===== config.mk =====
export PLATFORM = sky130hd
export DESIGN_NAME = ebpf_structural_verifier_top
export DESIGN_NICKNAME = d
export VERILOG_FILES = /design/src/hdl/ebsv_pkg.sv /design/src/hdl/ebpf_structural_verifier_top.sv /design/src/hdl/ebsv_front.sv /design/src/hdl/ebsv_queue.sv /design/src/hdl/ebsv_back.sv
export VERILOG_INCLUDE_DIRS = /design/src /design/src/hdl
export SDC_FILE = /design/constraint.sdc
export NUM_CORES = 1
export LEC_CHECK = 0
export ABC_AREA = 1
export BUFFER_PORTS_ARGS = -buffer_cell sky130_fd_sc_hd__clkbuf_2
export CAP_MARGIN = 20
export CORE_ASPECT_RATIO = 2
export CORE_MARGIN = 5
export CORE_UTILIZATION = 60
export CTS_CLUSTER_SIZE = 24
export DETAILED_ROUTE_END_ITERATION = 6
export PLACE_DENSITY = 0.78
export REMOVE_ABC_BUFFERS = 1
export SYNTH_ARGS = -nofsm -noshare
export SYNTH_HDL_FRONTEND = slang
export SYNTH_SLANG_ARGS = --single-unit

===== constraint.sdc =====
create_clock -name clk_i -period 4.5 [get_ports clk_i]
set_clock_uncertainty 0.15 [all_clocks]
set_input_delay 0.675 -clock clk_i [delete_from_list [all_inputs] [get_ports clk_i]]
set_output_delay 0.675 -clock clk_i [all_outputs]
set_load 0.02 [all_outputs]

===== src/hdl/ebpf_structural_verifier_top_assert.svh =====
// Assertion macros for the structural verifier.
// Used by the back end; no other dependencies.
`ifndef EBPF_STRUCTURAL_VERIFIER_TOP_ASSERT_SVH
`define EBPF_STRUCTURAL_VERIFIER_TOP_ASSERT_SVH

// Same-cycle implication under asynchronous active-low reset.
`define EBSV_ASSERT_NOW(lbl, clk, rstn, ante, cons, msg) \
  lbl: assert property (@(posedge clk) disable iff (!rstn) (ante) |-> (cons)) \
    else $error(msg);

// Next-cycle implication under asynchronous active-low reset.
`define EBSV_ASSERT_NEXT(lbl, clk, rstn, ante, cons, msg) \
  lbl: assert property (@(posedge clk) disable iff (!rstn) (ante) |=> (cons)) \
    else $error(msg);

`endif


===== src/hdl/ebsv_pkg.sv =====
// Shared types and constants for the structural verifier.
// No dependencies; imported by every module of the block.
`default_nettype none

package ebsv_pkg;

  localparam int unsigned LEN_W = 16;
  localparam int unsigned POS_W = 16;

  localparam logic [2:0] CLS_LD    = 3'h0;
  localparam logic [2:0] CLS_LDX   = 3'h1;
  localparam logic [2:0] CLS_ALU   = 3'h4;
  localparam logic [2:0] CLS_JMP   = 3'h5;
  localparam logic [2:0] CLS_ALU64 = 3'h7;

  localparam logic [7:0] CLS_MASK    = 8'h07;
  localparam logic [7:0] OP_MASK     = 8'hf0;
  localparam logic [7:0] SIZE_MASK   = 8'h18;
  localparam logic [7:0] OP_JA       = 8'h00;
  localparam logic [7:0] OP_CALL     = 8'h80;
  localparam logic [7:0] OP_EXIT     = 8'h90;
  localparam logic [7:0] SIZE_DW     = 8'h18;
  localparam logic [7:0] EXIT_OPCODE = 8'h95;
  localparam logic [3:0] FP_REG      = 4'd10;

  typedef enum logic [3:0] {
    RSN_OK            = 4'd0,
    RSN_BAD_LEN       = 4'd1,
    RSN_LAST_NOT_EXIT = 4'd2,
    RSN_DST_REG       = 4'd3,
    RSN_SRC_REG       = 4'd4,
    RSN_R10_WRITE     = 4'd5,
    RSN_JUMP_RANGE    = 4'd6,
    RSN_BACK_JUMP     = 4'd7,
    RSN_NO_EXIT       = 4'd8
  } reason_e;

  typedef struct packed {
    logic [7:0]         opcode;
    logic [3:0]         dst_reg;
    logic [3:0]         src_reg;
    logic signed [15:0] offset;
  } in_word_t;

  typedef struct packed {
    logic       final_res;
    logic       accepted;
    logic [3:0] reason;
  } out_word_t;

  typedef struct packed {
    reason_e            static_fault;
    logic               is_branch;
    logic               is_ja;
    logic               is_exit_insn;
    logic               is_ld_dw;
    logic               exit_code;
    logic signed [15:0] offset;
  } insn_cls_t;

endpackage

`default_nettype wire


===== src/hdl/ebpf_structural_verifier_top.sv =====
// An accepted instruction reaches its result word through two registers: the queue
// registers the word, then the output register holds it.
// Throughput: one instruction per cycle unless out_stall_i holds a full output register.
// A two-entry queue parts front and back; a registered output holds each result word.
// Reset (rst_ni low, asynchronous): queue and output empty, program state cleared,
// prog_len set to 1.
`default_nettype none

module ebpf_structural_verifier_top #(
  parameter int MAX_INSNS = 4096,
  parameter int NUM_REGS  = 11
) (
  input  wire logic                clk_i,
  input  wire logic                rst_ni,
  input  wire logic                cfg_we_i,
  input  wire logic [15:0]         cfg_wdata_i,
  input  wire logic                in_valid_i,
  output logic                     in_stall_o,
  input  wire ebsv_pkg::in_word_t  in_word_i,
  output logic                     out_valid_o,
  input  wire logic                out_stall_i,
  output ebsv_pkg::out_word_t      out_word_o
);
  import ebsv_pkg::*;

  logic      push;
  logic      full;
  logic      pop;
  logic      q_valid;
  insn_cls_t cls_in;
  insn_cls_t cls_out;

  ebsv_front #(
    .NUM_REGS (NUM_REGS)
  ) u_front (
    .in_valid_i (in_valid_i),
    .in_stall_o (in_stall_o),
    .in_word_i  (in_word_i),
    .full_i     (full),
    .push_o     (push),
    .cls_o      (cls_in)
  );

  ebsv_queue u_queue (
    .clk_i   (clk_i),
    .rst_ni  (rst_ni),
    .push_i  (push),
    .data_i  (cls_in),
    .full_o  (full),
    .pop_i   (pop),
    .valid_o (q_valid),
    .data_o  (cls_out)
  );

  ebsv_back #(
    .MAX_INSNS (MAX_INSNS)
  ) u_back (
    .clk_i       (clk_i),
    .rst_ni      (rst_ni),
    .cfg_we_i    (cfg_we_i),
    .cfg_wdata_i (cfg_wdata_i),
    .q_valid_i   (q_valid),
    .q_data_i    (cls_out),
    .pop_o       (pop),
    .out_valid_o (out_valid_o),
    .out_stall_i (out_stall_i),
    .out_word_o  (out_word_o)
  );

endmodule

`default_nettype wire


===== src/hdl/ebsv_front.sv =====
// Front end: accepts instruction words and classifies them.
// Depends on ebsv_pkg; feeds ebsv_queue.
`default_nettype none

module ebsv_front #(
  parameter int NUM_REGS = 11
) (
  input  wire logic               in_valid_i,
  output logic                    in_stall_o,
  input  wire ebsv_pkg::in_word_t in_word_i,
  input  wire logic               full_i,
  output logic                    push_o,
  output ebsv_pkg::insn_cls_t     cls_o
);
  import ebsv_pkg::*;

  logic [7:0] cls_bits;
  logic [7:0] op_bits;
  logic       dst_bad;
  logic       src_bad;
  logic       alu_ldx;
  logic       jmp;

  always_comb begin
    cls_bits = in_word_i.opcode & CLS_MASK;
    op_bits  = in_word_i.opcode & OP_MASK;
    dst_bad  = {1'b0, in_word_i.dst_reg} >= 5'(NUM_REGS);
    src_bad  = {1'b0, in_word_i.src_reg} >= 5'(NUM_REGS);
    alu_ldx  = (cls_bits[2:0] == CLS_ALU) || (cls_bits[2:0] == CLS_ALU64) ||
               (cls_bits[2:0] == CLS_LDX);
    jmp      = cls_bits[2:0] == CLS_JMP;

    if (dst_bad) begin
      cls_o.static_fault = RSN_DST_REG;
    end else if (src_bad) begin
      cls_o.static_fault = RSN_SRC_REG;
    end else if (alu_ldx && (in_word_i.dst_reg == FP_REG)) begin
      cls_o.static_fault = RSN_R10_WRITE;
    end else begin
      cls_o.static_fault = RSN_OK;
    end
    cls_o.is_exit_insn = jmp && (op_bits == OP_EXIT);
    cls_o.is_branch    = jmp && (op_bits != OP_EXIT) && (op_bits != OP_CALL);
    cls_o.is_ja        = op_bits == OP_JA;
    cls_o.is_ld_dw     = (cls_bits[2:0] == CLS_LD) &&
                         ((in_word_i.opcode & SIZE_MASK) == SIZE_DW);
    cls_o.exit_code    = in_word_i.opcode == EXIT_OPCODE;
    cls_o.offset       = in_word_i.offset;
  end

  assign in_stall_o = full_i;
  assign push_o     = in_valid_i && !full_i;

endmodule

`default_nettype wire


===== src/hdl/ebsv_queue.sv =====
// Two-entry queue of classified words between front and back end.
// Depends on ebsv_pkg.
`default_nettype none

module ebsv_queue (
  input  wire logic                clk_i,
  input  wire logic                rst_ni,
  input  wire logic                push_i,
  input  wire ebsv_pkg::insn_cls_t data_i,
  output logic                     full_o,
  input  wire logic                pop_i,
  output logic                     valid_o,
  output ebsv_pkg::insn_cls_t      data_o
);
  import ebsv_pkg::*;

  insn_cls_t  mem_q [2];
  logic       wr_q;
  logic       wr_d;
  logic       rd_q;
  logic       rd_d;
  logic [1:0] cnt_q;
  logic [1:0] cnt_d;

  always_comb begin
    wr_d  = push_i ? ~wr_q : wr_q;
    rd_d  = pop_i  ? ~rd_q : rd_q;
    cnt_d = cnt_q + 2'(push_i) - 2'(pop_i);
  end

  always_ff @(posedge clk_i or negedge rst_ni) begin
    if (!rst_ni) begin
      wr_q  <= 1'b0;
      rd_q  <= 1'b0;
      cnt_q <= 2'd0;
    end else begin
      wr_q  <= wr_d;
      rd_q  <= rd_d;
      cnt_q <= cnt_d;
    end
  end

  always_ff @(posedge clk_i) begin
    if (push_i) begin
      mem_q[wr_q] <= data_i;
    end
  end

  assign data_o  = mem_q[rd_q];
  assign valid_o = cnt_q != 2'd0;
  assign full_o  = cnt_q == 2'd2;

endmodule

`default_nettype wire


===== src/hdl/ebsv_back.sv =====
// Back end: program state, jump checks, verdict and output register.
// Depends on ebsv_pkg and the assertion macro header.
`default_nettype none

`include "ebpf_structural_verifier_top_assert.svh"

module ebsv_back #(
  parameter int MAX_INSNS = 4096
) (
  input  wire logic                clk_i,
  input  wire logic                rst_ni,
  input  wire logic                cfg_we_i,
  input  wire logic [15:0]         cfg_wdata_i,
  input  wire logic                q_valid_i,
  input  wire ebsv_pkg::insn_cls_t q_data_i,
  output logic                     pop_o,
  output logic                     out_valid_o,
  input  wire logic                out_stall_i,
  output ebsv_pkg::out_word_t      out_word_o
);
  import ebsv_pkg::*;

  logic [LEN_W-1:0] len_q;
  logic [POS_W-1:0] pos_q;
  logic [POS_W-1:0] pos_d;
  logic             skip_q;
  logic             skip_d;
  logic             exit_q;
  logic             exit_d;
  reason_e          fault_q;
  reason_e          fault_d;
  logic             out_valid_q;
  out_word_t        out_q;
  out_word_t        out_d;

  logic             len_bad;
  logic [POS_W:0]   pos_inc;
  logic             last;
  logic [17:0]      target;
  logic             range_bad;
  reason_e          verdict;

  assign pop_o = q_valid_i && (!out_valid_q || !out_stall_i);

  always_comb begin
    len_bad   = (pos_q == '0) &&
                ((len_q == '0) || ({1'b0, len_q} > 17'(MAX_INSNS)));
    pos_inc   = {1'b0, pos_q} + 17'd1;
    last      = pos_inc >= {1'b0, len_q};
    target    = {2'b00, pos_q} + 18'd1 + {{2{q_data_i.offset[15]}}, q_data_i.offset};
    range_bad = target[17] || (target[16:0] >= {1'b0, len_q});

    pos_d   = pos_q;
    skip_d  = skip_q;
    exit_d  = exit_q;
    fault_d = fault_q;
    verdict = RSN_OK;
    out_d   = '0;

    if (len_bad) begin
      out_d.final_res = 1'b1;
      out_d.reason    = RSN_BAD_LEN;
      pos_d           = '0;
      skip_d          = 1'b0;
      exit_d          = 1'b0;
      fault_d         = RSN_OK;
    end else begin
      if (skip_q) begin
        skip_d = 1'b0;
      end else if (fault_q == RSN_OK) begin
        if (q_data_i.static_fault != RSN_OK) begin
          fault_d = q_data_i.static_fault;
        end else if (q_data_i.is_branch) begin
          if (range_bad) begin
            fault_d = RSN_JUMP_RANGE;
          end else if (!q_data_i.is_ja && q_data_i.offset[15]) begin
            fault_d = RSN_BACK_JUMP;
          end
        end else if (q_data_i.is_exit_insn) begin
          exit_d = 1'b1;
        end else if (q_data_i.is_ld_dw) begin
          skip_d = 1'b1;
        end
      end

      if (!last) begin
        pos_d = pos_inc[POS_W-1:0];
      end else begin
        if (!q_data_i.exit_code) begin
          verdict = RSN_LAST_NOT_EXIT;
        end else if (fault_d != RSN_OK) begin
          verdict = fault_d;
        end else if (!exit_d) begin
          verdict = RSN_NO_EXIT;
        end
        out_d.final_res = 1'b1;
        out_d.accepted  = verdict == RSN_OK;
        out_d.reason    = verdict;
        pos_d           = '0;
        skip_d          = 1'b0;
        exit_d          = 1'b0;
        fault_d         = RSN_OK;
      end
    end
  end

  always_ff @(posedge clk_i or negedge rst_ni) begin
    if (!rst_ni) begin
      len_q       <= 16'd1;
      pos_q       <= '0;
      skip_q      <= 1'b0;
      exit_q      <= 1'b0;
      fault_q     <= RSN_OK;
      out_valid_q <= 1'b0;
    end else begin
      if (cfg_we_i) begin
        len_q <= cfg_wdata_i;
      end
      if (pop_o) begin
        pos_q   <= pos_d;
        skip_q  <= skip_d;
        exit_q  <= exit_d;
        fault_q <= fault_d;
      end
      if (pop_o) begin
        out_valid_q <= 1'b1;
      end else if (!out_stall_i) begin
        out_valid_q <= 1'b0;
      end
    end
  end

  always_ff @(posedge clk_i) begin
    if (pop_o) begin
      out_q <= out_d;
    end
  end

  assign out_valid_o = out_valid_q;
  assign out_word_o  = out_q;

  `EBSV_ASSERT_NOW(a_accept_ok, clk_i, rst_ni, out_valid_q && out_q.accepted, out_q.final_res && (out_q.reason == RSN_OK), "accepted verdict without final ok")
  `EBSV_ASSERT_NOW(a_nonfinal_zero, clk_i, rst_ni, out_valid_q && !out_q.final_res, !out_q.accepted && (out_q.reason == RSN_OK), "non-final word carries a verdict")
  `EBSV_ASSERT_NEXT(a_final_clears, clk_i, rst_ni, pop_o && out_d.final_res, (pos_q == '0) && !skip_q && !exit_q && (fault_q == RSN_OK), "state not cleared after final word")
  `EBSV_ASSERT_NOW(a_fault_kind, clk_i, rst_ni, fault_q != RSN_OK, (fault_q != RSN_BAD_LEN) && (fault_q != RSN_LAST_NOT_EXIT) && (fault_q != RSN_NO_EXIT), "recorded fault is not a per-instruction code")

endmodule

`default_nettype wire


==> results of run 1 <==
worst paths after layout:
path | startpoint | endpoint | slack (ns) | cells past startpoint
setup / recovery | u_back.pos_q[2] | u_back.out_word_o[4] | -0.12 | 35
hold / removal | rst_ni | u_back.len_q[4] | 0.09 | 1
setup reg to reg | u_back.pos_q[2] | u_back.out_word_o[4] | -0.12 | 35
hold reg to reg | u_back.out_valid_o | u_back.out_valid_o | 0.35 | 2
max in group asynchronous | rst_ni | u_back.len_q[0] | 3.56 | 2
min in group clk_i | u_back.out_valid_o | u_back.out_valid_o | 0.35 | 2
through the flow:
step	power, uW	setup slack, ns
after floorplan	3220	0.258
after global placement	3870	0.0715
after detailed placement	4000	-0.181
after CTS	4860	0.00817
after global routing	5420	-0.377
final	5030	-0.116
state kept, by name (all words and copies together), names as in the netlist:
register	count
u_queue.cnt_q	2
u_back.pos_q	16
u_queue.rd_q	1
u_back.fault_q	4
u_back.exit_q	1
u_back.out_valid_o	1
u_queue.mem_q	48
u_queue.wr_q	1
u_back.skip_q	1
u_back.out_word_o	6
u_back.len_q	16
Yosys cell counts (10+ instances only):
cell type / n
inv_1: 89
nand3_1: 26
nor2_1: 42
nand4_1: 11
edfxtp_1: 54
dfrtp_1: 42
ha_1: 53
xor2_1: 20
o21ai_0: 26
a21oi_1: 28
nand2_1: 176
xnor2_1: 10
cell families after synthesis:
| group | count (synthesis) | share of synthesized area [%] |
|---|---|---|
| and+or+nand+nor | 306 | 23.1 |
| buffers and inverters | 106 | 6.78 |
| DFF | 97 | 44.7 |
| AOI/OAI and AO/OA | 90 | 8.96 |
| adders and majority gates | 54 | 11.3 |
| xor gates and xnor gates | 30 | 4.36 |
| muxes | 4 | 0.685 |
worst max-delay path: cells and delay by family, from the launching register on:
family,cells,cell delay (ns)
simple gates,23,1.93
flops,1,0.39
compound gates,4,0.64
xor+xnor,2,0.33
buf+inv,4,0.36
fa+ha+maj,2,0.52
per-layer routing:
layer / global-route usage [%] / part of all wire, %
met5: 0 / 0
met1: 22.5 / 33
met3: 4.56 / 4.4
met2: 47.2 / 56
met4: 15.9 / 7.3
report_power, final:
group / switching [uW] / internal (uW)
combinational: 1820 / 1100
clock: 355 / 442
sequential: 118 / 1190
what timing repair did:
| item | in CTS | in global routing |
|---|---|---|
| hold buffers | 0 | 0 |
| setup endpoints to repair | 5 | 7 |
| pin swaps | 12 | 31 |
| gates cloned | 0 | 0 |
| gates resized for setup | 9 | 39 |
| setup buffers | 10 | 5 |
cell usage in the layout (no fill, tap or decap), types with 5 or more instances in the layout:
cell	instances
nand2_1	171
inv_1	84
clkbuf_2	60
edfxtp_1	54
ha_1	50
dfrtp_1	42
nor2_1	35
buf_4	31
a21oi_1	26
o21ai_0	26
nand3_1	21
xor2_1	15
nand4_1	11
nand2_2	10
xnor2_1	10
inv_2	9
nor4_1	9
clkbuf_16	9
nand3_2	8
nor2_2	8
nor3_1	7
o22ai_1	7
a21oi_2	6
nand2_4	5
o21ai_1	5
xor2_2	5
final cells by class:
cell class / count / area (um^2) / share of cell area [%]
Multi-Input combinational cell: 484 / 3140 / 43.2
Clock inverter: 7 / 82.6 / 1.14
Sequential cell: 97 / 2700 / 37.1
Tap cell: 132 / 165 / 2.27
Inverter: 96 / 365 / 5.02
Timing Repair Buffer: 95 / 594 / 8.17
Clock buffer: 9 / 225 / 3.10
==> run metrics, run 1 <==
fmax=217 MHz; via count=5080; H-Tree Depth=3; P&R area growth vs syn=20.5%; DR WL/cell=16.0 um; clk root buf=clkbuf_16; total CTS buffers=9; fin crit period=4.62 ns; Fill cells=742; Worst-Margin Slew=0.682 ns; Detail Route Antenna Nets=0; dominant cell type by area after synthesis=edfxtp_1; worst skew pair latency=0.35 ns; share of the synthesized area in the top cell type=26.9%; synthesized area=6030 um^2; endpoints failing setup=4; run status=finished with violations; top_reg_cell synth=edfxtp_1; synth warn=0; final instance area=7270 um^2; crit path setup slack, layout=-0.116 ns; clock slew at reported path FFs=0.07 ns; crit path launch type=register; drt total wl=14700 um; FP Rows=51; Placed Cells=888; CTS tree=built; global-route wire length before repair=23600 um; WP data arrival=4.57 ns; GRT Overall Usage=24.8%; clk buf depth=2; max_cap viols=0; ANT cells=0; RSZ-0062 raised after global routing=true; slowest stage delay, CP=0.39 ns; Max VDD drop=0.000537 V; io pins=61; Crit Path Category=register to register; relative slew slack=54.2%; clock sinks=97; Synth area leaders=edfxtp_1 (27%), dfrtp_1 (17%), ha_1 (11%); synth unique cells=53; Post-synth ARST share=44.3%; maximum fanout along the worst path=4; Synth Area per Inst=8.78 um^2; Final Hold Vio Count=0; Final #Nets=890; PwrDens=691 nW/um^2; antenna violations before repair=0; type of the most critical hold path=input port to asynchronous set/reset pin; final period utilization=103%; Port Buf Inserts=60; Final Max Slew Viols=0; Post-synth EDFFs=54; Synth Instances=687; initial drt markers=191; Post-DP HPWL=11300 um; vias per inst=5.52; Final Non-Filler Cells=920; Critical Path Sink Type=register; Post-route DRC=0; drt pass-1 iters=5; Placer Congestion=0.914; Core Box Area=9830 um^2; Worst path slowest cell=dfrtp_1; crit-path most repeated cell=nand2_1; post-synthesis sequential area ratio=44.7%; GRT Residual Overflow=0; synthesis-stage register bit count=97; Die W=80.9 um; Die Ht=152 um; vias in the first global route=5386; hold_ws=0.0853 ns; layout cells sized above 1=24.4%; TNS Setup=-0.269 ns; Die ar.=12300 um^2; Post-DP Area=6610 um^2; largest net degree at the start of global routing=44; CP Data Required Time=4.46 ns; final core utilization=74.0%; Initial Utilization=61.4%; P_leak=0.00353 uW; failing checks=setup timing
Note: power is estimated with default switching activity, not from simulation.
==> run 2: changes to the inputs <==
- CORE_MARGIN: 5 -> unset
- CTS_BUF_LIST: unset -> sky130_fd_sc_hd__clkbuf_4
- GPL_TIMING_DRIVEN: unset -> 1
==> run 2 against run 1 <==
Effect of this change: largest power group unchanged; combinational power grew 8.6%; final cell count rose by 1.8%; worst hold slack worse by 0.099 ns; the flow finishes with violations (hold timing, setup timing); first-iteration DRC count up 120%; sequential power barely moved; clock power down 37%.
==> run metrics, run 2 (synthesis results as in run 1) <==
run status=finished with violations; Die W=72.9 um (-9.9%); WP buf/inv=5 (+1); maximum fanout along the worst path=4 (unchanged); WP data arrival=4.76 ns (+0.19 ns); Detail Route Antenna Nets=0 (unchanged); Critical Path Sink Type=register; antenna violations before repair=1 (+1); final period utilization=103% (+0.38 points); register bank with the most flops=u_queue.mem_q; endpoints failing setup=5 (+1); drt pass-1 iters=7 (+2); CP Data Required Time=4.62 ns (+0.16 ns); final core utilization=75.3% (+1.3 points); DR WL/cell=16.7 um (+4.3%); crit path setup slack, layout=-0.133 ns (-0.0171 ns); clk root buf=clkbuf_4; Final Max Slew Viols=0 (unchanged); largest net degree at the start of global routing=44 (unchanged); multi-input logic area=3250 um^2 (+3.7%); slowest stage delay, CP=0.43 ns (+0.04 ns); failing checks=hold timing, setup timing; H-Tree Depth=3 (unchanged); fmax=216 MHz (-0.37%); most frequent cells in the layout=nand2_1 (166), inv_1 (84), clkbuf_2 (60); vias in the first global route=5328 (-1.1%); vias per inst=5.63 (+2.0%); Port Buf Inserts=60 (unchanged); crit path launch type=register; worst slack at placement=-0.204 ns (-0.0233 ns); PwrDens=678 nW/um^2 (-1.9%); Final Hold Vio Count=7 (+7); Final #Nets=906 (+1.8%); Fill cells=664 (-11%); via count=5279 (+3.9%); crit-path most repeated cell=nand2_1; P&R area growth vs syn=21.9%; worst skew pair latency=0.49 ns (+0.14 ns); Largest regs=u_queue.mem_q: 48 flops, u_back.len_q: 16 flops, u_back.pos_q: 16 flops; Reg2Reg Setup Slack=-0.13 ns (-0.02 ns); Die ar.=10500 um^2 (-15%); GRT Overall Usage=30.0% (+5.2 points); CP delay by family, top=simple AND/OR/NAND/NOR gates; Hold-fix buffers, CTS=0 (unchanged); Placer Congestion=0.905 (-0.95%); initial drt markers=427 (+120%); max_cap viols=0 (unchanged); Initial Utilization=61.8% (+0.40 points); Die Ht=144 um (-5.3%); Core Box Area=9760 um^2 (-0.65%); most common cell after layout, fill and taps aside=nand2_1; layout cells sized above 1=27.9% (+3.5 points); fin crit period=4.63 ns (+0.0171 ns); relative slew slack=54.2% (about the same); Worst path slowest cell=dfrtp_1; Post-route DRC=0 (unchanged); clock slew at reported path FFs=0.17 ns (+0.10 ns); Max VDD drop=0.000563 V (+4.8%); global-route wire length before repair=23400 um (-0.59%); P_leak=0.00350 uW (-1.1%); register cell area after layout=2700 um^2 (unchanged); clk buf depth=2 (unchanged); type of the most critical hold path=input port to asynchronous set/reset pin; Post-DP HPWL=11100 um (-2.3%); Worst-Margin Slew=0.682 ns (+0.000292 ns); hold_ws=-0.0140 ns (-0.0993 ns); TNS Setup=-0.380 ns (-0.111 ns); GRT Residual Overflow=0 (unchanged); drt total wl=15600 um (+6.2%); RSZ-0062 raised after global routing=true; clock sinks=97 (unchanged); number of flip-flops in the largest register=48 (unchanged); total CTS buffers=9 (unchanged); CTS tree=built; Crit Path Category=register to register; io pins=61 (unchanged); FP Rows=51 (unchanged)
[run 2: cell count changes in the layout (fill, tap and decap cells not counted), moves of 5 or more]
cell       delta
ha_4          +6
ha_1          -5
xor2_1        -5
nand2_1       -5
buf_4        +17
nand2_2       +7
clkbuf_16     -9
clkbuf_4     +10
xor2_2        +5
[run 2: routing by layer]
| metal | global-route usage, % | part of all wire, % |
|---|---|---|
| met1 | 27.1 | 34 |
| met2 | 57.5 | 55 |
| met3 | 4.70 | 4.2 |
| met4 | 22.3 | 7.3 |
| met5 | 0 | 0 |
[run 2: power breakdown]
group | internal, uW | switching, uW
clock network | 183 | 319
registers | 1190 | 120
logic | 1230 | 1940
total | 2600 | 2380
[run 2: area by class of cell]
class                      instances  share of cell area (%)
antenna                            1                  0.0340
clock inverter                     6                    1.00
clock buffer                      10                    1.02
inverter                          96                    4.94
timing repair buffer             111                    9.77
tap                              132                    2.25
multi-input combinational        484                    44.3
sequential                        97                    36.7
[run 2: final timing paths]
check,from,cells after the start,to
max,u_back.pos_q[0],33,u_back.out_word_o[4]
max reg2reg,u_back.pos_q[0],33,u_back.out_word_o[4]
min in group clk_i,in_word_i[7],1,u_queue.mem_q[0][7]
max in group asynchronous,rst_ni,2,u_back.exit_q
min,rst_ni,1,u_back.len_q[1]
min reg2reg,u_back.out_valid_o,2,u_back.out_valid_o
[run 2: metrics by stage]
| step | std cells | instance area (um^2) | total power [uW] |
|---|---|---|---|
| 6_report | 937 | 7350 | 4980 |
| 5_1_grt | 937 | 7350 | 5370 |
| 4_1_cts | 920 | 6940 | 4570 |
| 3_5_place_dp | 889 | 6620 | 4020 |
| 3_3_place_gp | 887 | 6590 | 3870 |
| 2_1_floorplan | 677 | 5990 | 3220 |
[run 2: what timing repair did]
action / CTS / global route
setup buffers: 15 / 15
pin swaps: 16 / 32
endpoints found under the setup margin: 6 / 8
gates resized for setup: 9 / 54
==> run 3: changes to the inputs <==
- CELL_PAD_IN_SITES_DETAIL_PLACEMENT: unset -> 1
- CELL_PAD_IN_SITES_GLOBAL_PLACEMENT: unset -> 1
- CORE_UTILIZATION: 60 -> 35
- PLACE_DENSITY: 0.78 -> 0.62
==> run 3 against run 2 <==
Effect of this change: the flow now finishes without violations; die area is 70% higher; largest cell class unchanged; final cell count is 9.5% higher; highest routed layer unchanged; largest power group unchanged; critical path type unchanged; via count fell by 3.6%.
==> run metrics, run 3 (synthesis results as in run 1) <==
run status=complete, no violations; fin crit period=4.49 ns (-0.144 ns); final period utilization=99.8% (-3.2 points); Post-route DRC=0 (unchanged); Die W=94.8 um (+30%); clk root buf=clkbuf_4; vias per inst=4.96 (-12%); vias in the first global route=5644 (+5.9%); multi-input logic area=3250 um^2 (about the same); crit-path most repeated cell=nand2_1; antenna violations before repair=1 (unchanged); final core utilization=44.8% (-30 points); maximum fanout along the worst path=3 (-1); Post-Route M1 WL=5930 um (+13%); worst skew pair latency=0.50 ns (about the same); endpoints failing setup=0 (-5); DR WL/cell=17.1 um (+2.6%); RR Endpoint=u_back.out_word_o[4]; worst r2r src=u_back.pos_q[2]; io pins=61 (unchanged); P_leak=0.00359 uW (+2.8%); Max VDD drop=0.000427 V (-24%); layout cells sized above 1=28.6% (+0.75 points); relative slew slack=40.8% (-13 points); GRT Overall Usage=21.1% (-9.0 points); via count=5087 (-3.6%); top routing layer used=met4; register bank with the most flops=u_queue.mem_q; Initial Utilization=36.0% (-26 points); Final Max Slew Viols=0 (unchanged); PwrDens=684 nW/um^2 (+0.83%); initial drt markers=115 (-73%); largest net degree at the start of global routing=44 (unchanged); drt pass-1 iters=4 (-3); Placer Congestion=0.863 (-4.6%); CTS tree=built; Final Hold Vio Count=0 (-7); crit path setup slack, layout=0.0109 ns (+0.144 ns); clk buf depth=2 (unchanged); P&R area growth vs syn=24.6%; global-route wire length before repair=27900 um (+19%); register cell area after layout=2700 um^2 (unchanged); most frequent cells in the layout=nand2_1 (168), inv_1 (86), buf_4 (62); crit path launch type=register; clock sinks=97 (unchanged); total CTS buffers=9 (unchanged); number of flip-flops in the largest register=48 (unchanged); r2r worst-path depth=34 (+3.0%); H-Tree Depth=3 (unchanged); Port Buf Inserts=60 (unchanged); worst slack at placement=-0.316 ns (-0.112 ns); drt total wl=17500 um (+12%); Die Ht=188 um (+30%); Final #Nets=920 (+1.5%); total length of routed met2 wires=10600 um (+23%); type of the most critical hold path=input port to asynchronous set/reset pin; metal3 WL=335 um (-49%); Post-DP HPWL=14000 um (+27%); Largest regs=u_queue.mem_q: 48 flops, u_back.len_q: 16 flops, u_back.pos_q: 16 flops; Worst-Margin Slew=0.879 ns (+0.197 ns); GRT Residual Overflow=0 (unchanged); WP data arrival=4.60 ns (-0.16 ns); Fill cells=2033 (+210%); Core Box Area=16800 um^2 (+72%); CP Data Required Time=4.61 ns (about the same); Crit Path Category=register to register; slowest stage delay, CP=0.43 ns (about the same); Critical Path Sink Type=register; fmax=223 MHz (+3.2%); Detail Route Antenna Nets=0 (unchanged); Hold-fix buffers, CTS=0 (unchanged); Worst path slowest cell=dfrtp_1; max_cap viols=0 (unchanged); Die ar.=17800 um^2 (+70%); Reg2Reg Setup Slack=0.01 ns (+0.14 ns); FP Rows=67 (+31%); clock slew at reported path FFs=0.17 ns (about the same); most common cell after layout, fill and taps aside=nand2_1; RSZ-0062 raised after global routing=true
==> run 3: changes by cell type in the layout (fill, tap and decap cells not counted), sizes merged <==
cell  before  now
buf       51   65
==> run 3: layout make-up <==
| class | instances | share of cell area (%) |
|---|---|---|
| clock inverters | 6 | 0.882 |
| well taps | 207 | 3.45 |
| diodes | 1 | 0.0333 |
| multi-input cells | 484 | 43.3 |
| clock buffers | 10 | 0.999 |
| inverters | 96 | 4.83 |
| flip-flops and latches | 97 | 35.9 |
| repair buffers | 125 | 10.6 |
==> run 3: worst max-delay path by stage <==
| stage | from | endpoint | slack (ns) | cells after the start |
|---|---|---|---|---|
| after global placement | u_back.pos_q[0] | u_back.out_word_o[4] | -0.04 | 32 |
| after global routing | u_back.pos_q[2] | u_back.out_word_o[4] | -0.36 | 33 |
| after detailed placement | u_back.pos_q[0] | u_back.out_word_o[4] | -0.32 | 36 |
| after floorplan | u_queue.rd_q | u_back.out_word_o[4] | 0.26 | 30 |
| after CTS | u_back.pos_q[2] | u_back.out_word_o[4] | -0.05 | 36 |
| final | u_back.pos_q[2] | u_back.out_word_o[4] | 0.01 | 34 |
==> run 3: metrics by stage <==
step,power [uW],cell area (um^2),hold WS (ns),std cells,setup TNS [ns]
floorplan,3220,5990,0.229,677,0
global placement,4200,6900,0.338,991,-0.0531
detailed placement,4330,6900,0.352,991,-1.19
CTS,4940,7220,0.0978,1019,-0.0723
global route,5580,7520,0.128,1026,-1.55
finish,5140,7520,0.0987,1026,0
==> run 3: routing by layer <==
layer	vias up	GRT usage, %
met5	-	0
met3	34	2.35
li1	2532	-
met2	75	42.7
met1	2446	19.4
met4	0	10.4
==> run 3: repair_timing <==
action | CTS | global route
setup buffers | 12 | 6
pin swaps | 12 | 28
setup endpoints to repair | 7 | 8
resized for setup | 15 | 53
==> run 3: report_power, final <==
group | total [uW] | internal [uW] | switching (uW)
logic | 3330 | 1330 | 2000
clock network | 502 | 178 | 324
registers | 1310 | 1190 | 115
total | 5140 | 2700 | 2440
==> run 3: critical path: cells and delay by family, from the launching register on <==
kind / cells / cell delay [ns]
buf+inv: 5 / 0.60
compound gates: 3 / 0.46
flops: 1 / 0.43
simple gates: 22 / 1.76
fa+ha+maj: 2 / 0.52
xor+xnor: 2 / 0.34
